`config.mk`:
```
export PLATFORM = sky130hd
export DESIGN_NAME = three_band_equalizer
export DESIGN_NICKNAME = d
export VERILOG_FILES = /design/src/eq3_pkg.sv /design/src/eq3_cfg.sv /design/src/eq3_ctrl.sv /design/src/eq3_dp.sv /design/src/three_band_equalizer.sv
export VERILOG_INCLUDE_DIRS = /design/src /design/src/src
export SDC_FILE = /design/constraint.sdc
export NUM_CORES = 2
export LEC_CHECK = 0
export BUFFER_PORTS_ARGS = -buffer_cell sky130_fd_sc_hd__buf_4
export CAP_MARGIN = 20
export CORE_UTILIZATION = 30
export CTS_CLUSTER_DIAMETER = 60
export CTS_CLUSTER_SIZE = 12
export DETAILED_ROUTE_END_ITERATION = 8
export PLACE_DENSITY = 0.44
export SYNTH_ARGS = -nofsm -noshare
export SYNTH_HDL_FRONTEND = slang
export SYNTH_SLANG_ARGS = --single-unit
```
`constraint.sdc`:
```
create_clock -name aclk -period 10.85 [get_ports aclk]
set_input_delay 2.17 -clock aclk [delete_from_list [all_inputs] [get_ports aclk]]
set_output_delay 2.17 -clock aclk [all_outputs]
set_load 0.02 [all_outputs]
```
`src/assert_macros.svh`:
```
// ----------------------------------------------------------------------------
// Assertion macros
// Shared concurrent assertion forms, clocked on aclk and disabled in reset.
// ----------------------------------------------------------------------------
`ifndef ASSERT_MACROS_SVH
`define ASSERT_MACROS_SVH

// The consequent must hold in the same cycle as the antecedent.
`define ASSERT_IMPLY(label, ante, cons, msg) \
    label: assert property (@(posedge aclk) disable iff (!aresetn) (ante) |-> (cons)) \
        else $error(msg);

// The consequent must hold in the cycle after the antecedent.
`define ASSERT_NEXT(label, ante, cons, msg) \
    label: assert property (@(posedge aclk) disable iff (!aresetn) (ante) |=> (cons)) \
        else $error(msg);

`endif

```
`src/eq3_pkg.sv`:
```
// ----------------------------------------------------------------------------
// eq3_pkg
// Widths, register indexes, operation codes and shared types of the
// three-band equalizer.
// ----------------------------------------------------------------------------
package eq3_pkg;

    localparam int POLE_FRAC_BITS  = 16;
    localparam int COEFF_FRAC_BITS = 16;
    localparam int GAIN_FRAC_BITS  = 14;

    localparam int SAMPLE_W = 16;
    localparam int POLE_W   = 32;
    localparam int COEFF_W  = 18;
    localparam int GAIN_W   = 16;
    localparam int X_W      = SAMPLE_W + POLE_FRAC_BITS;
    localparam int WIDE_W   = (X_W > POLE_W) ? X_W : POLE_W;
    localparam int DIFF_W   = WIDE_W + 1;
    localparam int MB_W     = COEFF_W + 1;
    localparam int PROD_W   = DIFF_W + MB_W;
    localparam int SUM_W    = PROD_W + 1;
    localparam int ACC_W    = PROD_W + 2;
    localparam int OUT_SHIFT = POLE_FRAC_BITS + GAIN_FRAC_BITS;

    localparam int CFG_DATA_W = COEFF_W;
    localparam int CFG_IDX_W  = 3;

    localparam logic [CFG_IDX_W-1:0] REG_LOW_COEFF  = CFG_IDX_W'(0);
    localparam logic [CFG_IDX_W-1:0] REG_HIGH_COEFF = CFG_IDX_W'(1);
    localparam logic [CFG_IDX_W-1:0] REG_LOW_GAIN   = CFG_IDX_W'(2);
    localparam logic [CFG_IDX_W-1:0] REG_MID_GAIN   = CFG_IDX_W'(3);
    localparam logic [CFG_IDX_W-1:0] REG_HIGH_GAIN  = CFG_IDX_W'(4);

    localparam logic [COEFF_W-1:0] LOW_COEFF_RST  = COEFF_W'(8213);
    localparam logic [COEFF_W-1:0] HIGH_COEFF_RST = COEFF_W'(46092);
    localparam logic [GAIN_W-1:0]  GAIN_RST       = GAIN_W'(16384);

    localparam int STEP_W = 4;
    localparam logic [STEP_W-1:0] POLE_STEPS     = STEP_W'(8);
    localparam logic [STEP_W-1:0] STEP_LOW_GAIN  = STEP_W'(8);
    localparam logic [STEP_W-1:0] STEP_MID_GAIN  = STEP_W'(9);
    localparam logic [STEP_W-1:0] STEP_HIGH_GAIN = STEP_W'(10);
    localparam logic [STEP_W-1:0] LAST_STEP      = STEP_W'(11);

    typedef enum logic [2:0] {
        OP_LOW_POLE,
        OP_HIGH_POLE,
        OP_LOW_GAIN,
        OP_MID_GAIN,
        OP_HIGH_GAIN
    } op_t;

    typedef struct packed {
        logic load_sample;
        logic issue;
        op_t  op;
        logic first;
        logic load_out;
    } cmd_t;

    typedef struct packed {
        logic [COEFF_W-1:0] low_coeff;
        logic [COEFF_W-1:0] high_coeff;
        logic [GAIN_W-1:0]  low_gain;
        logic [GAIN_W-1:0]  mid_gain;
        logic [GAIN_W-1:0]  high_gain;
    } cfg_t;

endpackage

```
`src/eq3_cfg.sv`:
```
// ----------------------------------------------------------------------------
// eq3_cfg
// Configuration registers: cutoff coefficients and band gains.
// ----------------------------------------------------------------------------
module eq3_cfg (
    input  logic                              aclk,
    input  logic                              aresetn,
    input  logic                              cfg_we,
    input  logic [eq3_pkg::CFG_IDX_W-1:0]     cfg_index,
    input  logic [eq3_pkg::CFG_DATA_W-1:0]    cfg_data,
    output eq3_pkg::cfg_t                     cfg
);

    eq3_pkg::cfg_t cfg_reg;
    eq3_pkg::cfg_t cfg_next;

    always_comb begin
        cfg_next = cfg_reg;
        if (cfg_we) begin
            unique case (cfg_index)
                eq3_pkg::REG_LOW_COEFF: begin
                    cfg_next.low_coeff = cfg_data[eq3_pkg::COEFF_W-1:0];
                end
                eq3_pkg::REG_HIGH_COEFF: begin
                    cfg_next.high_coeff = cfg_data[eq3_pkg::COEFF_W-1:0];
                end
                eq3_pkg::REG_LOW_GAIN: begin
                    cfg_next.low_gain = cfg_data[eq3_pkg::GAIN_W-1:0];
                end
                eq3_pkg::REG_MID_GAIN: begin
                    cfg_next.mid_gain = cfg_data[eq3_pkg::GAIN_W-1:0];
                end
                eq3_pkg::REG_HIGH_GAIN: begin
                    cfg_next.high_gain = cfg_data[eq3_pkg::GAIN_W-1:0];
                end
                default: begin
                    cfg_next = cfg_reg;
                end
            endcase
        end
    end

    always_ff @(posedge aclk) begin
        if (!aresetn) begin
            cfg_reg.low_coeff  <= eq3_pkg::LOW_COEFF_RST;
            cfg_reg.high_coeff <= eq3_pkg::HIGH_COEFF_RST;
            cfg_reg.low_gain   <= eq3_pkg::GAIN_RST;
            cfg_reg.mid_gain   <= eq3_pkg::GAIN_RST;
            cfg_reg.high_gain  <= eq3_pkg::GAIN_RST;
        end else begin
            cfg_reg <= cfg_next;
        end
    end

    assign cfg = cfg_reg;

endmodule

```
`src/eq3_ctrl.sv`:
```
// ----------------------------------------------------------------------------
// eq3_ctrl
// Sequencer that steps the shared multiplier through the pole updates and
// band gains of one item and hands the result to the output register.
// ----------------------------------------------------------------------------
`include "assert_macros.svh"

module eq3_ctrl (
    input  logic           aclk,
    input  logic           aresetn,
    input  logic           s_valid,
    output logic           s_ready,
    input  logic           m_ready,
    output logic           m_valid,
    output eq3_pkg::cmd_t  cmd
);

    typedef enum logic [2:0] {
        ST_IDLE = 3'b001,
        ST_CALC = 3'b010,
        ST_DONE = 3'b100
    } state_t;

    state_t                          state_reg;
    state_t                          state_next;
    logic [eq3_pkg::STEP_W-1:0]      cnt_reg;
    logic [eq3_pkg::STEP_W-1:0]      cnt_next;
    logic                            m_valid_reg;
    logic                            m_valid_next;

    always_comb begin
        cmd             = '0;
        cmd.op          = eq3_pkg::OP_LOW_POLE;
        cmd.load_sample = s_valid && (state_reg == ST_IDLE);
        cmd.load_out    = (state_reg == ST_DONE) && (!m_valid_reg || m_ready);
        if (state_reg == ST_CALC) begin
            if (cnt_reg < eq3_pkg::POLE_STEPS) begin
                cmd.issue = 1'b1;
                cmd.op    = cnt_reg[0] ? eq3_pkg::OP_HIGH_POLE : eq3_pkg::OP_LOW_POLE;
                cmd.first = (cnt_reg[2:1] == 2'd0);
            end else begin
                unique case (cnt_reg)
                    eq3_pkg::STEP_LOW_GAIN: begin
                        cmd.issue = 1'b1;
                        cmd.op    = eq3_pkg::OP_LOW_GAIN;
                    end
                    eq3_pkg::STEP_MID_GAIN: begin
                        cmd.issue = 1'b1;
                        cmd.op    = eq3_pkg::OP_MID_GAIN;
                    end
                    eq3_pkg::STEP_HIGH_GAIN: begin
                        cmd.issue = 1'b1;
                        cmd.op    = eq3_pkg::OP_HIGH_GAIN;
                    end
                    default: begin
                        cmd.issue = 1'b0;
                    end
                endcase
            end
        end
    end

    always_comb begin
        state_next   = state_reg;
        cnt_next     = cnt_reg;
        m_valid_next = m_valid_reg;
        if (m_valid_reg && m_ready) begin
            m_valid_next = 1'b0;
        end
        unique case (state_reg)
            ST_IDLE: begin
                if (cmd.load_sample) begin
                    state_next = ST_CALC;
                    cnt_next   = '0;
                end
            end
            ST_CALC: begin
                if (cnt_reg == eq3_pkg::LAST_STEP) begin
                    state_next = ST_DONE;
                end else begin
                    cnt_next = cnt_reg + 1'b1;
                end
            end
            ST_DONE: begin
                if (cmd.load_out) begin
                    state_next   = ST_IDLE;
                    m_valid_next = 1'b1;
                end
            end
            default: begin
                state_next = ST_IDLE;
            end
        endcase
    end

    always_ff @(posedge aclk) begin
        if (!aresetn) begin
            state_reg   <= ST_IDLE;
            cnt_reg     <= '0;
            m_valid_reg <= 1'b0;
        end else begin
            state_reg   <= state_next;
            cnt_reg     <= cnt_next;
            m_valid_reg <= m_valid_next;
        end
    end

    assign s_ready = (state_reg == ST_IDLE);
    assign m_valid = m_valid_reg;

    `ASSERT_NEXT(a_accept_starts, s_valid && s_ready, state_reg == ST_CALC, "accept did not start")
    `ASSERT_IMPLY(a_cnt_range, state_reg == ST_CALC, cnt_reg <= eq3_pkg::LAST_STEP, "step overrun")
    `ASSERT_IMPLY(a_valid_source, $rose(m_valid_reg), $past(cmd.load_out), "result without load")

endmodule

```
`src/eq3_dp.sv`:
```
// ----------------------------------------------------------------------------
// eq3_dp
// Datapath: pole registers of both cascades, the input delay line, one shared
// multiplier with a registered product, the band accumulator and the output
// register with truncation and saturation.
// ----------------------------------------------------------------------------
`include "assert_macros.svh"

module eq3_dp (
    input  logic                                  aclk,
    input  logic                                  aresetn,
    input  eq3_pkg::cmd_t                         cmd,
    input  eq3_pkg::cfg_t                         cfg,
    input  logic signed [eq3_pkg::SAMPLE_W-1:0]   sample_in,
    output logic signed [eq3_pkg::SAMPLE_W-1:0]   sample_out,
    output logic                                  clipped
);

    localparam int SAMPLE_W  = eq3_pkg::SAMPLE_W;
    localparam int POLE_W    = eq3_pkg::POLE_W;
    localparam int X_W       = eq3_pkg::X_W;
    localparam int DIFF_W    = eq3_pkg::DIFF_W;
    localparam int MB_W      = eq3_pkg::MB_W;
    localparam int PROD_W    = eq3_pkg::PROD_W;
    localparam int SUM_W     = eq3_pkg::SUM_W;
    localparam int ACC_W     = eq3_pkg::ACC_W;
    localparam int OUT_SHIFT = eq3_pkg::OUT_SHIFT;

    localparam logic signed [SUM_W-1:0] POLE_MAX = SUM_W'(64'sh7FFF_FFFF);
    localparam logic signed [SUM_W-1:0] POLE_MIN = SUM_W'(-64'sh8000_0000);
    localparam logic signed [ACC_W-1:0] Y_MAX    = ACC_W'(32767);
    localparam logic signed [ACC_W-1:0] Y_MIN    = ACC_W'(-32768);
    localparam logic signed [ACC_W-1:0] TRUNC_BIAS = (ACC_W'(1) <<< OUT_SHIFT) - ACC_W'(1);

    logic signed [SAMPLE_W-1:0] x_reg;
    logic signed [SAMPLE_W-1:0] delay_reg [3];
    logic signed [POLE_W-1:0]   lp_reg [4];
    logic signed [POLE_W-1:0]   hp_reg [4];
    logic signed [PROD_W-1:0]   prod_reg;
    eq3_pkg::op_t               tag_op_reg;
    logic                       tag_valid_reg;
    logic signed [ACC_W-1:0]    acc_reg;
    logic signed [ACC_W-1:0]    acc_next;
    logic signed [SAMPLE_W-1:0] sample_out_reg;
    logic                       clip_reg;

    logic signed [X_W-1:0]      x_wide;
    logic signed [X_W-1:0]      d3_wide;
    logic signed [DIFF_W-1:0]   mul_a;
    logic signed [MB_W-1:0]     mul_b;
    logic signed [PROD_W-1:0]   product;
    logic signed [PROD_W-1:0]   delta;
    logic signed [SUM_W-1:0]    pole_sum;
    logic signed [POLE_W-1:0]   pole_new;
    logic signed [ACC_W-1:0]    bias_sum;
    logic signed [ACC_W-1:0]    y_full;
    logic signed [SAMPLE_W-1:0] y_sat;
    logic                       y_clip;

    assign x_wide  = X_W'(x_reg) <<< eq3_pkg::POLE_FRAC_BITS;
    assign d3_wide = X_W'(delay_reg[2]) <<< eq3_pkg::POLE_FRAC_BITS;

    // Operand selection for the shared multiplier.
    always_comb begin
        mul_a = '0;
        mul_b = '0;
        case (cmd.op)
            eq3_pkg::OP_LOW_POLE: begin
                mul_a = (cmd.first ? DIFF_W'(x_wide) : DIFF_W'(lp_reg[3]))
                        - DIFF_W'(lp_reg[0]);
                mul_b = signed'(MB_W'(cfg.low_coeff));
            end
            eq3_pkg::OP_HIGH_POLE: begin
                mul_a = (cmd.first ? DIFF_W'(x_wide) : DIFF_W'(hp_reg[3]))
                        - DIFF_W'(hp_reg[0]);
                mul_b = signed'(MB_W'(cfg.high_coeff));
            end
            eq3_pkg::OP_LOW_GAIN: begin
                mul_a = DIFF_W'(lp_reg[3]);
                mul_b = signed'(MB_W'(cfg.low_gain));
            end
            eq3_pkg::OP_MID_GAIN: begin
                mul_a = DIFF_W'(hp_reg[3]) - DIFF_W'(lp_reg[3]);
                mul_b = signed'(MB_W'(cfg.mid_gain));
            end
            eq3_pkg::OP_HIGH_GAIN: begin
                mul_a = DIFF_W'(d3_wide) - DIFF_W'(hp_reg[3]);
                mul_b = signed'(MB_W'(cfg.high_gain));
            end
            default: begin
                mul_a = '0;
                mul_b = '0;
            end
        endcase
    end

    assign product = PROD_W'(mul_a) * PROD_W'(mul_b);

    // Pole update from the registered product, saturated to 32 bits.
    always_comb begin
        delta    = prod_reg >>> eq3_pkg::COEFF_FRAC_BITS;
        pole_sum = (tag_op_reg == eq3_pkg::OP_HIGH_POLE) ? SUM_W'(hp_reg[0])
                                                         : SUM_W'(lp_reg[0]);
        pole_sum = pole_sum + SUM_W'(delta);
        if (pole_sum > POLE_MAX) begin
            pole_new = POLE_W'(POLE_MAX);
        end else if (pole_sum < POLE_MIN) begin
            pole_new = POLE_W'(POLE_MIN);
        end else begin
            pole_new = pole_sum[POLE_W-1:0];
        end
    end

    always_comb begin
        acc_next = acc_reg;
        if (tag_valid_reg) begin
            case (tag_op_reg) inside
                eq3_pkg::OP_LOW_GAIN: begin
                    acc_next = ACC_W'(prod_reg);
                end
                eq3_pkg::OP_MID_GAIN, eq3_pkg::OP_HIGH_GAIN: begin
                    acc_next = acc_reg + ACC_W'(prod_reg);
                end
                default: begin
                    acc_next = acc_reg;
                end
            endcase
        end
    end

    // Truncation toward zero, then saturation to the sample range.
    always_comb begin
        bias_sum = acc_reg + (acc_reg[ACC_W-1] ? TRUNC_BIAS : '0);
        y_full   = bias_sum >>> OUT_SHIFT;
        y_clip   = 1'b0;
        if (y_full > Y_MAX) begin
            y_sat  = SAMPLE_W'(Y_MAX);
            y_clip = 1'b1;
        end else if (y_full < Y_MIN) begin
            y_sat  = SAMPLE_W'(Y_MIN);
            y_clip = 1'b1;
        end else begin
            y_sat = y_full[SAMPLE_W-1:0];
        end
    end

    // Each retired stage rotates its cascade, so the stage in work always
    // sits at the head and the stage just finished at the tail.
    always_ff @(posedge aclk) begin
        if (!aresetn) begin
            tag_valid_reg <= 1'b0;
            for (int i = 0; i < 4; i++) begin
                lp_reg[i] <= '0;
                hp_reg[i] <= '0;
            end
            for (int i = 0; i < 3; i++) begin
                delay_reg[i] <= '0;
            end
        end else begin
            tag_valid_reg <= cmd.issue;
            if (tag_valid_reg && (tag_op_reg == eq3_pkg::OP_LOW_POLE)) begin
                lp_reg[0] <= lp_reg[1];
                lp_reg[1] <= lp_reg[2];
                lp_reg[2] <= lp_reg[3];
                lp_reg[3] <= pole_new;
            end
            if (tag_valid_reg && (tag_op_reg == eq3_pkg::OP_HIGH_POLE)) begin
                hp_reg[0] <= hp_reg[1];
                hp_reg[1] <= hp_reg[2];
                hp_reg[2] <= hp_reg[3];
                hp_reg[3] <= pole_new;
            end
            if (cmd.load_out) begin
                delay_reg[2] <= delay_reg[1];
                delay_reg[1] <= delay_reg[0];
                delay_reg[0] <= x_reg;
            end
        end
    end

    always_ff @(posedge aclk) begin
        if (cmd.load_sample) begin
            x_reg <= sample_in;
        end
        if (cmd.issue) begin
            prod_reg   <= product;
            tag_op_reg <= cmd.op;
        end
        acc_reg <= acc_next;
        if (cmd.load_out) begin
            sample_out_reg <= y_sat;
            clip_reg       <= y_clip;
        end
    end

    assign sample_out = sample_out_reg;
    assign clipped    = clip_reg;

    `ASSERT_NEXT(a_issue_tagged, cmd.issue, tag_valid_reg, "product not tagged")
    `ASSERT_IMPLY(a_no_overlap, cmd.load_out, !tag_valid_reg && !cmd.issue, "output mid-calculation")

endmodule

```
`src/three_band_equalizer.sv`:
```
// ----------------------------------------------------------------------------
// three_band_equalizer
// Three-band audio equalizer built from two four-stage one-pole cascades.
// ----------------------------------------------------------------------------
// One item is one signed 16-bit sample in and one saturated sample out with a
// clip flag. All products go through a single shared multiplier: eight pole
// updates (low and high cascades interleaved) and three band gains, one product
// per cycle. After the calculation the result is loaded into the output
// register once any previous result is taken, and only then does the
// block return to idle. A new item is accepted only while the block is idle,
// and the output register holds the result until it is taken. Configuration
// registers reset to their default coefficients and unity gains.
// ----------------------------------------------------------------------------
module three_band_equalizer (
    input  logic                                  aclk,
    input  logic                                  aresetn,
    input  logic                                  s_valid,
    output logic                                  s_ready,
    input  logic signed [eq3_pkg::SAMPLE_W-1:0]   s_sample_in,
    output logic                                  m_valid,
    input  logic                                  m_ready,
    output logic signed [eq3_pkg::SAMPLE_W-1:0]   m_sample_out,
    output logic                                  m_clipped,
    input  logic                                  cfg_we,
    input  logic [eq3_pkg::CFG_IDX_W-1:0]         cfg_index,
    input  logic [eq3_pkg::CFG_DATA_W-1:0]        cfg_data
);

    eq3_pkg::cmd_t cmd;
    eq3_pkg::cfg_t cfg;

    eq3_cfg u_cfg (
        .aclk      (aclk),
        .aresetn   (aresetn),
        .cfg_we    (cfg_we),
        .cfg_index (cfg_index),
        .cfg_data  (cfg_data),
        .cfg       (cfg)
    );

    eq3_ctrl u_ctrl (
        .aclk    (aclk),
        .aresetn (aresetn),
        .s_valid (s_valid),
        .s_ready (s_ready),
        .m_ready (m_ready),
        .m_valid (m_valid),
        .cmd     (cmd)
    );

    eq3_dp u_dp (
        .aclk       (aclk),
        .aresetn    (aresetn),
        .cmd        (cmd),
        .cfg        (cfg),
        .sample_in  (s_sample_in),
        .sample_out (m_sample_out),
        .clipped    (m_clipped)
    );

endmodule

```
After elaboration in Yosys (flattened, before gate mapping) --
Memory sizes are Yosys's and may differ from the RTL's. Cells that the tools add are included.
Word-level totals: register bits 235, memory bits (writable) 304, input port bits 42, output and inout bits 19, logic and storage cells 138, memories 3
Memories:
- u_dp.hp_reg | words 4, bits a word 32, read ports 4, clocked after Yosys merged registers in 0, write ports 4, RTL line eq3_dp.sv:38 | logic signed [POLE_W-1:0] hp_reg [4];
- u_dp.lp_reg | words 4, bits a word 32, read ports 4, clocked after Yosys merged registers in 0, write ports 4, RTL line eq3_dp.sv:37 | logic signed [POLE_W-1:0] lp_reg [4];
- u_dp.delay_reg | words 3, bits a word 16, read ports 3, clocked after Yosys merged registers in 0, write ports 3, RTL line eq3_dp.sv:36 | logic signed [SAMPLE_W-1:0] delay_reg [3];
Cells by class: add/subtract/negate cells 8, $mul 1, $lt $le $gt $ge 5, equality and inequality tests 23, muxes and demuxes 49, bitwise logic cells 11, reductions and logical operators 23
Operators by type and width (count):
- $mux W32 | 10
- $pmux W33 S5 | 1
- $mux W54 | 2
- $pmux W18 S5 | 1
- $mux W33 | 2
- $sub A32 B32 Y33 | 2
- $sub A33 B32 Y33 | 2
- $mux W16 | 4
- $add A54 B30 Y54 | 1
- $add A54 B52 Y54 | 1
- $add A53 B36 Y53 | 1
- $gt A53 B32 Y1 const B | 1
- $lt A53 B32 Y1 const B | 1
- $mux W53 | 1
- $mul A33 B19 Y52 | 1
- $mux W30 | 1
- $gt A24 B16 Y1 const B | 1
- $lt A24 B16 Y1 const B | 1
- $eq A3 B2 Y1 const B | 7
- $pmux W3 S3 | 2
- $mux W1 | 17
- $eq A4 B4 Y1 const B | 4
- $eq A3 B1 Y1 const B | 4
- $eq A3 B3 Y1 const B | 4
- other kinds (19) | 48

Logic depth before layout (Yosys ltp) --
depth in word-level cells 9, mapped depth 45, depth with buffers taken out 41

Hierarchy --
From an unflattened synthesis, not the netlist that was laid out.
Unflattened totals: cell total of the unflattened synthesis 6017, area, all modules 55583.3 um2
By module, submodules not included:
- eq3_dp | instances 1, cells an instance 5646, area each 51851.0 um2, seq. area each 13412.9 um2
- eq3_cfg | instances 1, cells an instance 307, area each 3176.8 um2, seq. area each 1681.6 um2
- eq3_ctrl | instances 1, cells an instance 64, area each 555.5 um2, seq. area each 160.2 um2

Least setup slack after synthesis --
OpenSTA, ideal clock, no wires.
kind flip-flop to flip-flop, from register u_ctrl.state_reg[0], to register u_dp.prod_reg[49] (data pin), library setup time 0.259 ns, arrival 10.125 ns, data required time 10.591 ns, slack 0.466 ns, cell stages (with the launch flop) 41, path buffers 3, clock period less this slack 10.384 ns, path through dfxtp_1 -> nand2b_1 -> or2_2 -> clkbuf_1 -> nor4_1 -> clkbuf_1 -> nor2_1 -> ha_1 -> nor2b_1 -> o21ai_0 -> a21o_1 -> a31o_2 -> o21ai_1 -> a221o_1 -> a21oi_1 -> xnor2_1 -> nand2_1 -> o211ai_1 -> (+5 left out) -> inv_1 -> fa_1 -> inv_1 -> fa_1 -> fa_1 -> fa_1 -> ha_1 -> a21o_1 -> a21o_1 -> a21o_1 -> a221oi_1 -> nand3_1 -> a221o_1 -> a221o_1 -> a311oi_1 -> o21ai_1 -> a21oi_1 -> xnor2_1
On the way: word-level cells in the longest chain between the ends 6, elaborated cells on any way between the ends 14, those cells by class 2 x add/sub; 1 x mul; 5 x eq/ne; 5 x mux; 1 x reduce/logical
Ends and longest elaborated chain:
- from (decl) | RTL line eq3_ctrl.sv:24 | state_t state_reg;
- from (signal assigned) | RTL line eq3_ctrl.sv:102 | state_reg <= state_next;
- $eq A3 B2 Y1 * | RTL line eq3_ctrl.sv:36 | if (state_reg == ST_CALC) begin
- $mux W5 * | RTL line eq3_ctrl.sv:36
- $mux W33, on equally long branches | RTL line eq3_dp.sv:74, eq3_dp.sv:69
- $sub A33 B32 Y33, on equally long branches | RTL line eq3_dp.sv:75, eq3_dp.sv:70
- $pmux W33 S5 | RTL line eq3_dp.sv:67 | case (cmd.op)
- $mul A33 B19 Y52 * | RTL line eq3_dp.sv:97 | assign product = PROD_W'(mul_a) * PROD_W'(mul_b);
- net u_dp.product[49] | RTL line eq3_dp.sv:51 | logic signed [PROD_W-1:0] product;
- to (signal assigned) | RTL line eq3_dp.sv:186 | prod_reg <= product;
- to (decl) | RTL line eq3_dp.sv:39 | logic signed [PROD_W-1:0] prod_reg;
The timed path passes the listed nets; every way through them passes the cells marked *. A chain may end at the register's enable or synchronous reset.

Worst setup path in the final report --
Same ends and word-level chain as after synthesis.

==> impl_results.md <==
* Outcome: finished clean
* Syn_area_per_cell at 9.07 um^2
* Pins Over Slew Limit at 0
* Yosys reg bits at 539
* Slowest stage delay, CP at 0.62 ns
* Die height at 432 um
* P_int at 8.84 mW
* Maximum buffer depth of the clock tree at 3
* Fin Setup TNS at 0 ns
* Area of the core at 183000 um^2
* Post-Layout Cell Count at 8888
* Sw frac at 0.464
* WP data arrival at 10.91 ns
* Layout Skew at 0.0390 ns
* First-pass GRT wire length at 292000 um
* Hold crit path type: flip-flop to flip-flop
* Synthesized area at 55500 um^2
* Critical path capture point type: flip-flop
* Slowest CP cell: fa_2
* RD Place Congestion at 0.934
* PnR worst setup slack at 0.362 ns
* Synth Flop Type: edfxtp_1
* Syn nets at 7100
* Sequential area share after synthesis at 0.275
* Sequential power share at 0.170
* Final ANT Viol Nets at 0
* Cell count of the worst reg-to-reg path at 42
* Maximum vdd ir drop at 0.326 mV
* Final min period at 10.49 ns
* Worst setup path startpoint: u_ctrl.state_reg[0]
* DIE AREA at 187000 um^2
* Layout cells sized above 1 at 0.105
* Yosys warns at 0
* Post-synthesis cell type count at 98
* Layout area overhead at 14.8%
* Placed Area at 61300 um^2
* Antenna violations before repair at 3
* Clock Power Share at 0.135
* Fin crit share at 0.967
* Final WL at 198000 um
* Final hold violation count at 0
* Worst r2r src: u_ctrl.state_reg[0]
* Drt wl/cell at 22.2 um
* Gr ovfl total at 0
* Post-Syn Instances at 6115
* TritonRoute pass-1 iters at 6
* Net Switching at 7.67 mW
* Total CTS buffers at 68
* Max-Cap Viols at 0
* Clock Latency Late Sink at 0.69 ns
* Iter 0 DRT Violations at 3325
* Fin Hold WS at 0.462 ns
* Power Density at 259 nW/um^2
* I/O Buffers at 60
* CTS tree: done
* Nets at 7359
* Worst Max-Slew Pin Slew at 1.05 ns
* Pin count of the biggest net entering global routing at 86
* Combinational fraction of design power at 0.695
* P_leak at 28.2 nW
* Std cell rows at 157
* Hold Crit Depth at 2
* Root buffer cell: clkbuf_16
* I/O pins at 61
* Final Power at 16.5 mW
* Clk slew on worst S/H paths at 0.06 ns
* Die X at 432 um
* Gr usage total at 0.211
* # DRC at 0
* CP Data Required Time at 11.27 ns
* Fraction of registers with async set/reset at 0
* Starting density of the core at 0.303
* Dpl ws at 0.0813 ns
* DP HPWL at 160000 um
* Fin util at 0.347
* CTS Hold Bufs at 0
* Fin area at 63700 um^2
* Clk sinks at 539
* Slew HR at 0.301
* Setup crit start kind: flip-flop
* Htree depth at 3
* Post-synth EDFFs at 446
* WS Path Type: flip-flop to flip-flop
* Crit Path Max Fanout at 9
* Vias per cell at 4.99
* Fmax at 0.0953 GHz
* Endpoints failing setup at 0
* Placed Cells at 8763
* Vias at 44.4k
* RSZ-0062 raised after global routing: true
* Min-delay src: u_cfg.cfg[78]
* Vias in the first global route at 44.1k
## cells in the mapped netlist, types with 16 or more instances
master | instances | area share
o21a_1 | 40 | 0.0054
a21o_1 | 125 | 0.017
dfxtp_1 | 93 | 0.034
ha_1 | 365 | 0.082
a211o_1 | 16 | 0.0025
and2_1 | 300 | 0.034
o21ai_0 | 222 | 0.020
inv_1 | 952 | 0.064
edfxtp_1 | 446 | 0.24
or2_2 | 24 | 0.0027
nand4_1 | 44 | 0.0050
a22oi_1 | 20 | 0.0027
nand2b_1 | 41 | 0.0046
o31ai_1 | 21 | 0.0028
mux2i_1 | 30 | 0.0054
buf_2 | 36 | 0.0032
a31oi_1 | 51 | 0.0058
xor2_1 | 82 | 0.013
a211oi_1 | 32 | 0.0043
a21oi_1 | 310 | 0.028
clkbuf_1 | 193 | 0.013
nand2_1 | 753 | 0.051
nor3_1 | 47 | 0.0042
a21boi_0 | 76 | 0.010
o211ai_1 | 37 | 0.0050
nor2_1 | 472 | 0.032
o21bai_1 | 38 | 0.0051
nand3_1 | 105 | 0.0095
and3_1 | 82 | 0.0093
o21ai_1 | 23 | 0.0021
xnor2_1 | 156 | 0.025
nor2b_1 | 40 | 0.0045
fa_1 | 578 | 0.21
## worst max-delay path, delay by kind of cell, from the launching register on
kind / cells / cell delay, ns
compound gates: 13 / 3.02
fa+ha+maj: 9 / 4.07
flops: 1 / 0.30
xor+xnor: 2 / 0.28
buf+inv: 10 / 1.19
simple gates: 8 / 1.33
## power by group through the flow
stage          clock network [mW]  logic, mW  registers (mW)
2_1_floorplan                   0       5.80            2.76
3_3_place_gp                    0       11.2            2.85
3_5_place_dp                    0       11.2            2.85
4_1_cts                      2.30       11.3            2.81
5_1_grt                      2.36       12.5            2.81
6_report                     2.23       11.5            2.81
## repair_timing
action | CTS | global route
endpoints found under the setup margin | 0 | 17
resized for setup | 0 | 45
setup buffers | 0 | 4
## worst paths after layout
check                      endpoint  slack, ns
setup / recovery  u_dp.prod_reg[49]       0.36
hold / removal        u_cfg.cfg[78]       0.46
setup reg to reg  u_dp.prod_reg[49]       0.36
hold reg to reg       u_cfg.cfg[78]       0.46
## area by class of cell
cell class | instances | area (um^2)
fillers | 18900 | 120000
inverters | 952 | 3570
flip-flops and latches | 539 | 15300
well taps | 2464 | 3080
multi-input cells | 4380 | 36000
clock buffers | 76 | 1740
repair buffers | 433 | 3620
diodes | 4 | 10.0
clock inverters | 40 | 399
## cells in the final DEF (no fill, tap or decap), types with 78 or more instances in the layout
master	Yosys	routed
a21o_1	125	125
a21oi_1	310	300
and2_1	300	298
and3_1	82	78
buf_4	1	401
dfxtp_1	93	93
edfxtp_1	446	446
fa_1	578	576
ha_1	365	363
inv_1	952	952
nand2_1	753	746
nand3_1	105	102
nor2_1	472	468
o21ai_0	222	218
xnor2_1	156	155
xor2_1	82	82
## cells by family (layout without fill, tap and decap cells)
family / count (synthesis) / after routing / share of synthesized area
simple gates: 1988 / 1988 / 0.168
buf+inv: 1196 / 1501 / 0.0820
compound gates: 1175 / 1175 / 0.140
fa+ha+maj: 943 / 943 / 0.291
flops: 539 / 539 / 0.275
xor+xnor: 238 / 238 / 0.0376
mux: 36 / 36 / 0.00663
other cells: 0 / 4 / 0
## per-layer routing
metal / up-vias / global-route usage / wire, um
li1: 20800 / - / -
met4: 0 / 0.0648 / 6200
met3: 195 / 0.0300 / 11000
met2: 1131 / 0.322 / 86500
met1: 22200 / 0.305 / 94000
met5: - / 0 / 0
Note: power is estimated with default switching activity, not from simulation.
